**src/deq_pkg.sv**
```systemverilog
// shared types and codes of the double-ended queue
package deq_pkg;

  localparam int unsigned DEQ_DEPTH = 16;
  localparam int unsigned DATA_W    = 32;
  localparam int unsigned CMD_W     = 3;
  localparam int unsigned STATUS_W  = 2;

  // command codes at the input
  localparam logic [CMD_W-1:0] CMD_PUSH_FRONT = 3'd0;
  localparam logic [CMD_W-1:0] CMD_PUSH_BACK  = 3'd1;
  localparam logic [CMD_W-1:0] CMD_POP_BACK   = 3'd2;
  localparam logic [CMD_W-1:0] CMD_POP_FRONT  = 3'd3;
  localparam logic [CMD_W-1:0] CMD_READ_ALL   = 3'd4;

  // status codes of a result
  localparam logic [STATUS_W-1:0] STATUS_OK    = 2'd0;
  localparam logic [STATUS_W-1:0] STATUS_EMPTY = 2'd1;
  localparam logic [STATUS_W-1:0] STATUS_FULL  = 2'd2;

  typedef enum logic [2:0] {
    OP_PUSH_FRONT,
    OP_PUSH_BACK,
    OP_POP_BACK,
    OP_POP_FRONT,
    OP_READ_ALL
  } op_e;

  typedef struct packed {
    op_e                       op;
    logic signed [DATA_W-1:0]  value;
  } deq_item_t;

endpackage

```
**src/deq_front.sv**
```systemverilog
// command decode and two-entry command queue toward the execution side
module deq_front import deq_pkg::*; (
  input  logic                      clk_i,
  input  logic                      rst_ni,
  input  logic                      start_i,
  input  logic [CMD_W-1:0]          cmd_i,
  input  logic signed [DATA_W-1:0]  value_i,
  output logic                      busy_o,
  output logic                      item_valid_o,
  output deq_item_t                 item_o,
  input  logic                      item_pop_i
);

  localparam int unsigned QD = 2;

  deq_item_t         item_q [QD];
  logic              wr_ptr_q, wr_ptr_d;
  logic              rd_ptr_q, rd_ptr_d;
  logic [1:0]        cnt_q, cnt_d;
  logic              known;
  op_e               op;
  logic              push;
  logic              pop;

  // decode, unknown codes are taken and dropped
  always_comb begin
    known = 1'b1;
    op    = OP_PUSH_FRONT;
    case (cmd_i)
      CMD_PUSH_FRONT: op = OP_PUSH_FRONT;
      CMD_PUSH_BACK:  op = OP_PUSH_BACK;
      CMD_POP_BACK:   op = OP_POP_BACK;
      CMD_POP_FRONT:  op = OP_POP_FRONT;
      CMD_READ_ALL:   op = OP_READ_ALL;
      default:        known = 1'b0;
    endcase
  end

  assign busy_o       = (cnt_q == 2'(QD));
  assign push         = start_i && !busy_o && known;
  assign item_valid_o = (cnt_q != 2'd0);
  assign pop          = item_pop_i && item_valid_o;
  assign item_o       = item_q[rd_ptr_q];

  always_comb begin
    wr_ptr_d = push ? !wr_ptr_q : wr_ptr_q;
    rd_ptr_d = pop ? !rd_ptr_q : rd_ptr_q;
    cnt_d    = cnt_q + 2'(push) - 2'(pop);
  end

  always_ff @(posedge clk_i) begin
    if (push) begin
      item_q[wr_ptr_q] <= '{op: op, value: value_i};
    end
  end

  always_ff @(posedge clk_i or negedge rst_ni) begin
    if (!rst_ni) begin
      wr_ptr_q <= 1'b0;
      rd_ptr_q <= 1'b0;
      cnt_q    <= 2'd0;
    end else begin
      wr_ptr_q <= wr_ptr_d;
      rd_ptr_q <= rd_ptr_d;
      cnt_q    <= cnt_d;
    end
  end

endmodule

```
**src/deq_back.sv**
```systemverilog
// ring store with head index and count, executes queued commands
module deq_back import deq_pkg::*; #(
  parameter int unsigned DEPTH = DEQ_DEPTH
) (
  input  logic                      clk_i,
  input  logic                      rst_ni,
  input  logic                      item_valid_i,
  input  deq_item_t                 item_i,
  output logic                      item_pop_o,
  output logic                      valid_o,
  output logic signed [DATA_W-1:0]  entry_value_o,
  output logic [STATUS_W-1:0]       status_o,
  output logic                      last_o
);

  localparam int unsigned AW = (DEPTH > 1) ? $clog2(DEPTH) : 1;
  localparam int unsigned CW = $clog2(DEPTH + 1);
  localparam logic [AW:0]   DEPTH_X   = (AW+1)'(DEPTH);
  localparam logic [AW-1:0] LAST_SLOT = AW'(DEPTH - 1);
  localparam logic [CW-1:0] FULL_CNT  = CW'(DEPTH);

  typedef enum logic {S_IDLE, S_WALK} state_e;

  logic signed [DATA_W-1:0] mem_q [DEPTH];
  logic signed [DATA_W-1:0] rd_data_q;

  state_e              state_q, state_d;
  logic [AW-1:0]       head_q, head_d;
  logic [CW-1:0]       count_q, count_d;
  logic [AW-1:0]       idx_q, idx_d;
  logic                stat_vld_q, stat_vld_d;
  logic [STATUS_W-1:0] stat_q, stat_d;
  logic                rd_vld_q, rd_vld_d;
  logic                rd_last_q, rd_last_d;

  logic                wr_en;
  logic [AW-1:0]       wr_addr;
  logic                rd_en;
  logic [AW-1:0]       rd_addr;
  logic                full;
  logic                empty;
  logic [AW-1:0]       head_dec;
  logic [AW-1:0]       head_inc;
  logic                walk_last;

  // ring position of base + off, both below the depth
  function automatic logic [AW-1:0] slot_of(logic [AW-1:0] base, logic [AW-1:0] off);
    logic [AW:0] sum;
    sum = {1'b0, base} + {1'b0, off};
    if (sum >= DEPTH_X) sum = sum - DEPTH_X;
    return sum[AW-1:0];
  endfunction

  assign full      = (count_q == FULL_CNT);
  assign empty     = (count_q == '0);
  assign head_dec  = (head_q == '0) ? LAST_SLOT : head_q - 1'b1;
  assign head_inc  = (head_q == LAST_SLOT) ? '0 : head_q + 1'b1;
  assign rd_addr   = slot_of(head_q, idx_q);
  assign walk_last = ((CW'(idx_q) + 1'b1) == count_q);

  always_comb begin
    state_d    = state_q;
    head_d     = head_q;
    count_d    = count_q;
    idx_d      = idx_q;
    stat_vld_d = 1'b0;
    stat_d     = STATUS_OK;
    rd_vld_d   = 1'b0;
    rd_last_d  = 1'b0;
    wr_en      = 1'b0;
    wr_addr    = head_dec;
    rd_en      = 1'b0;
    item_pop_o = 1'b0;
    case (state_q)
      S_IDLE: begin
        if (item_valid_i) begin
          item_pop_o = 1'b1;
          case (item_i.op)
            OP_PUSH_FRONT: begin
              stat_vld_d = 1'b1;
              if (full) begin
                stat_d = STATUS_FULL;
              end else begin
                wr_en   = 1'b1;
                wr_addr = head_dec;
                head_d  = head_dec;
                count_d = count_q + 1'b1;
              end
            end
            OP_PUSH_BACK: begin
              stat_vld_d = 1'b1;
              if (full) begin
                stat_d = STATUS_FULL;
              end else begin
                wr_en   = 1'b1;
                wr_addr = slot_of(head_q, count_q[AW-1:0]);
                count_d = count_q + 1'b1;
              end
            end
            OP_POP_BACK: begin
              stat_vld_d = 1'b1;
              if (empty) begin
                stat_d = STATUS_EMPTY;
              end else begin
                count_d = count_q - 1'b1;
              end
            end
            OP_POP_FRONT: begin
              stat_vld_d = 1'b1;
              if (empty) begin
                stat_d = STATUS_EMPTY;
              end else begin
                head_d  = head_inc;
                count_d = count_q - 1'b1;
              end
            end
            OP_READ_ALL: begin
              if (empty) begin
                stat_vld_d = 1'b1;
                stat_d     = STATUS_EMPTY;
              end else begin
                idx_d   = '0;
                state_d = S_WALK;
              end
            end
            default: ;
          endcase
        end
      end
      S_WALK: begin
        rd_en     = 1'b1;
        rd_vld_d  = 1'b1;
        rd_last_d = walk_last;
        if (walk_last) begin
          state_d = S_IDLE;
        end else begin
          idx_d = idx_q + 1'b1;
        end
      end
      default: state_d = S_IDLE;
    endcase
  end

  always_ff @(posedge clk_i) begin
    if (wr_en) begin
      mem_q[wr_addr] <= item_i.value;
    end
    if (rd_en) begin
      rd_data_q <= mem_q[rd_addr];
    end
  end

  always_ff @(posedge clk_i or negedge rst_ni) begin
    if (!rst_ni) begin
      state_q    <= S_IDLE;
      head_q     <= '0;
      count_q    <= '0;
      idx_q      <= '0;
      stat_vld_q <= 1'b0;
      stat_q     <= STATUS_OK;
      rd_vld_q   <= 1'b0;
      rd_last_q  <= 1'b0;
    end else begin
      state_q    <= state_d;
      head_q     <= head_d;
      count_q    <= count_d;
      idx_q      <= idx_d;
      stat_vld_q <= stat_vld_d;
      stat_q     <= stat_d;
      rd_vld_q   <= rd_vld_d;
      rd_last_q  <= rd_last_d;
    end
  end

  assign valid_o       = stat_vld_q || rd_vld_q;
  assign entry_value_o = rd_vld_q ? rd_data_q : '0;
  assign status_o      = rd_vld_q ? STATUS_OK : stat_q;
  assign last_o        = rd_vld_q ? rd_last_q : 1'b1;

endmodule

```
**src/double_ended_queue_ring.sv**
```systemverilog
// top level of the bounded double-ended queue on a ring store
//
// a command transfer happens at a rising edge with start_i high and busy_o
// low; each result is shown for exactly one cycle with valid_o high and must
// be taken then, the receiver has no way to stall it. commands go into a
// two-entry queue in the front part; the back part owns the ring store,
// head index and count. a command is written into the front queue at the
// transfer edge; a free back part takes a push or pop from there and
// registers its status result, shown on the ports in the cycle after the
// back part takes it. a read-out of n entries is dispatched, then reads one
// store entry per cycle through the single read port and gives n results,
// one per cycle, last_o on the final one; a read-out of an empty queue
// gives one result with empty status. busy_o rises only when both queue
// entries are taken, i.e. while a read-out walk holds the back part.
// unknown command codes are taken and dropped with no result. the store
// has no reset; only written entries are ever read
module double_ended_queue_ring import deq_pkg::*; #(
  parameter int unsigned DEPTH = DEQ_DEPTH
) (
  input  logic                      clk_i,
  input  logic                      rst_ni,
  // command transfer
  input  logic                      start_i,
  output logic                      busy_o,
  input  logic [CMD_W-1:0]          cmd_i,
  input  logic signed [DATA_W-1:0]  value_i,
  // result transfer, each result shown for a single cycle
  output logic                      valid_o,
  output logic signed [DATA_W-1:0]  entry_value_o,
  output logic [STATUS_W-1:0]       status_o,
  output logic                      last_o
);

  // queued command from front to back
  logic      item_valid;
  deq_item_t item;
  logic      item_pop;

  // decode and buffer
  deq_front u_front (
    .clk_i        (clk_i),
    .rst_ni       (rst_ni),
    .start_i      (start_i),
    .cmd_i        (cmd_i),
    .value_i      (value_i),
    .busy_o       (busy_o),
    .item_valid_o (item_valid),
    .item_o       (item),
    .item_pop_i   (item_pop)
  );

  // execute against the ring store
  deq_back #(
    .DEPTH (DEPTH)
  ) u_back (
    .clk_i         (clk_i),
    .rst_ni        (rst_ni),
    .item_valid_i  (item_valid),
    .item_i        (item),
    .item_pop_o    (item_pop),
    .valid_o       (valid_o),
    .entry_value_o (entry_value_o),
    .status_o      (status_o),
    .last_o        (last_o)
  );

endmodule

```
**config.mk**
```make
export PLATFORM = sky130hd
export DESIGN_NAME = double_ended_queue_ring
export DESIGN_NICKNAME = d
export VERILOG_FILES = /design/src/deq_pkg.sv /design/src/deq_front.sv /design/src/deq_back.sv /design/src/double_ended_queue_ring.sv
export SDC_FILE = /design/constraint.sdc
export NUM_CORES = 1
export LEC_CHECK = 0
export ABC_AREA = 1
export BUFFER_PORTS_ARGS = -buffer_cell sky130_fd_sc_hd__clkbuf_2
export CELL_PAD_IN_SITES_DETAIL_PLACEMENT = 0
export CELL_PAD_IN_SITES_GLOBAL_PLACEMENT = 1
export CORE_ASPECT_RATIO = 0.5
export CORE_MARGIN = 4
export CORE_UTILIZATION = 46
export DETAILED_ROUTE_END_ITERATION = 8
export PLACE_DENSITY_LB_ADDON = 0.1
export SETUP_SLACK_MARGIN = 0.15
export SLEW_MARGIN = 20
export SYNTH_ARGS = -nofsm -noshare
export SYNTH_HDL_FRONTEND = slang
export SYNTH_SLANG_ARGS = --single-unit
```
**constraint.sdc**
```tcl
create_clock -name clk_i -period 3.85 [get_ports clk_i]
set_clock_uncertainty 0.1 [all_clocks]
set_input_delay 0.77 -clock clk_i [delete_from_list [all_inputs] [get_ports clk_i]]
set_output_delay 0.77 -clock clk_i [all_outputs]
set_load 0.05 [all_outputs]
```
==> results.yml <==
setup_path:
  arrival_ns: 2.30
  setup.worst_path.end_class: "output port"
  crit_path_max_fanout: 21
  reg2reg_from: "u_back.idx_q[0]$_DFFE_PN0P_"
  path_class: "reg -> out"
  required_ns: 2.98
  cp_cell_sequence: "buf_4 > nand2_1 > inv_1 > clkbuf_2"
  startpoint: "u_back.rd_vld_q$_DFF_PN0_"
  crit_slowest_cell: "dfrtp_2"
  start_kind: "register"
  crit_path_max_incr_delay_ns: 0.87
final_layout:
  fin_nets: 2324
  drive_above_1_share: 0.108
  diodes: 0
  area_growth_pct: 12.8
  finalNonFillerCells: 3070
synth:
  syn_inst: 2198
  yosysTopAreaCell: "edfxtp_1"
  syn-cell-area_um2: 26400
  yosysUniqueCellTypes: 34
  yosys_warnings: 0
  ys_seq_area_frac: 0.720
  synth.top_cells.by_area: "edfxtp_1 70%, nand2_1 5.0%, inv_1 4.8%"
  yosysTopAreaCellShare: 0.698
  ys_ff_latch: 637
  synth_nets: 2253
  syn_area_per_cell_um2: 12.0
detailed_routing:
  firstDrtPassIters: 5
  avgViaCountPerCell: 5.22
  drt_iter0_drc: 1227
  drt_wl_total_um: 62500
  vias: 16000
  drcViolationCount: 0
  ant_nets: 0
  wl_per_cell_um: 20.4
global_route:
  grt_usage: 0.203
  antenna_found_initial: 3
  grt_overflow_total: 0
  grt_pass1_vias: 15300
  grt_max_degree: 153
  grt_pass1_wl_um: 94400
sta:
  tightest_slew_ns: 0.916
  finalHoldViolations: 0
  setup_viol: 0
  rsz0062_at_grt: "no"
  slew_violations: 0
  max_freq_mhz: 316
  timing.final.crit_share: 0.822
  fin_setup_tns_ns: 0
  fin_ws_ns: 0.684
  relSlewSlack: 0.389
  finalCriticalPeriod_ns: 3.17
cts:
  clkLatencyLatePin_ns: 0.60
  clk_pin_slew_ns: 0.07
  cts_tree: "built"
  cts_setup_buffers: 0
  clockBufferDepth: 3
  h-tree-depth: 2
  clkSinkCount: 637
  cts_resized: 0
  cts_buffers: 57
  clock-root-buffer: "clkbuf_16"
  hold_buffers: 0
worst_hold_path:
  min_path_type: "in -> async"
floorplanning:
  die_y_um: 177
  initial_core_util: 0.470
  coreArea_um2: 56200
  num_io_pins: 75
  die-area_um2: 61500
  die_w_um: 347
  rows: 61
place:
  place_inst: 2966
  port_buffers: 74
  dp_slack_ns: 0.798
  dpl.hpwl_um: 34400
  place.gp.congestion: 0.759
flow_run:
  drv_cap: 0
run_status:
  run_status: "finished clean"
critical path: cells and delay by family (launching register included):
kind | cells | cell delay (ns)
buf+inv | 3 | 0.69
flops | 1 | 0.87
simple gates | 1 | 0.10
final cells by class:
cell class                      instances  area (um^2)
Multi-Input combinational cell       1100         5690
Tap cell                              756          946
Fill cell                            4904        26400
Clock inverter                         32          277
Inverter                              345         1300
Clock buffer                           72         1560
Sequential cell                       637        19000
Timing Repair Buffer                  128         1000
per-stage QoR:
stage          utilization  hold WS, ns  cell area [um^2]
2_1_floorplan            -        0.374             26400
3_3_place_gp         0.498        0.476             28000
3_5_place_dp         0.498        0.493             28000
4_1_cts              0.530       0.0835             29800
5_1_grt              0.530        0.112             29800
6_report             0.530       0.0950             29800
state kept, by name, summed over array words and instances (netlist names), 2 cells and up:
name,flops
u_back.mem_q,512
u_front.item_q,70
u_back.idx_q,4
u_back.count_q,5
u_back.stat_q,2
u_back.head_q,4
u_front.cnt_q,2
u_back.rd_data_q,32
cell usage in the layout (no fill, tap or decap), drive strengths merged:
cell type	Yosys	layout
nand3b	2	2
inv	345	346
bufinv	0	5
clkbuf	49	146
o21ai	237	237
xor2	6	6
clkinvlp	0	2
a21oi	167	167
xnor2	6	6
buf	67	54
fa	3	3
ha	14	14
nand2	356	356
nand3	155	155
nor2	47	47
clkinv	0	24
edfxtp	614	614
o211ai	96	96
or2	2	2
dfrtp	23	23
o31ai	1	1
nand4	6	6
nor3	2	2
path summary, 6_finish.rpt:
check / endpoint / slack, ns / depth (start not counted)
max in group asynchronous: u_front.rd_ptr_q$_DFFE_PN0P_ / 3.08 / 1
hold / removal: u_front.wr_ptr_q$_DFFE_PN0N_ / 0.09 / 1
min in group clk_i: u_front.item_q[1][23]$_DFFE_PP_ / 0.26 / 1
setup / recovery: entry_value_o[12] / 0.68 / 4
hold reg to reg: u_back.count_q[4]$_DFFE_PN0P_ / 0.49 / 2
setup reg to reg: u_back.rd_data_q[9]$_DFFE_PP_ / 0.74 / 10
per-layer routing:
metal | track usage | routed length [um] | up-vias
met5 | 0 | 0 | -
met4 | 0.0355 | 864 | 0
met3 | 0.0289 | 2670 | 69
met2 | 0.323 | 28200 | 316
met1 | 0.305 | 30800 | 7869
li1 | - | - | 7767
kinds of logic after synthesis:
logic type | after synthesis | share of synthesized area
flops | 637 | 0.720
xor+xnor | 12 | 0.00498
fa+ha+maj | 17 | 0.00891
buf+inv | 461 | 0.0710
compound gates | 501 | 0.104
simple gates | 570 | 0.0906
Yosys cell counts (all sizes together):
master    n
nor2     47
fa        3
dfrtp    23
ha       14
nand2   356
buf      67
o211ai   96
xnor2     6
a21oi   167
edfxtp  614
nand3   155
nand3b    2
nor3      2
inv     345
o31ai     1
nand4     6
clkbuf   49
or2       2
xor2      6
o21ai   237
Power is left out: the tool's default activity adds up to more than one toggle a clock period on the data nets, which glitch-free logic cannot reach.
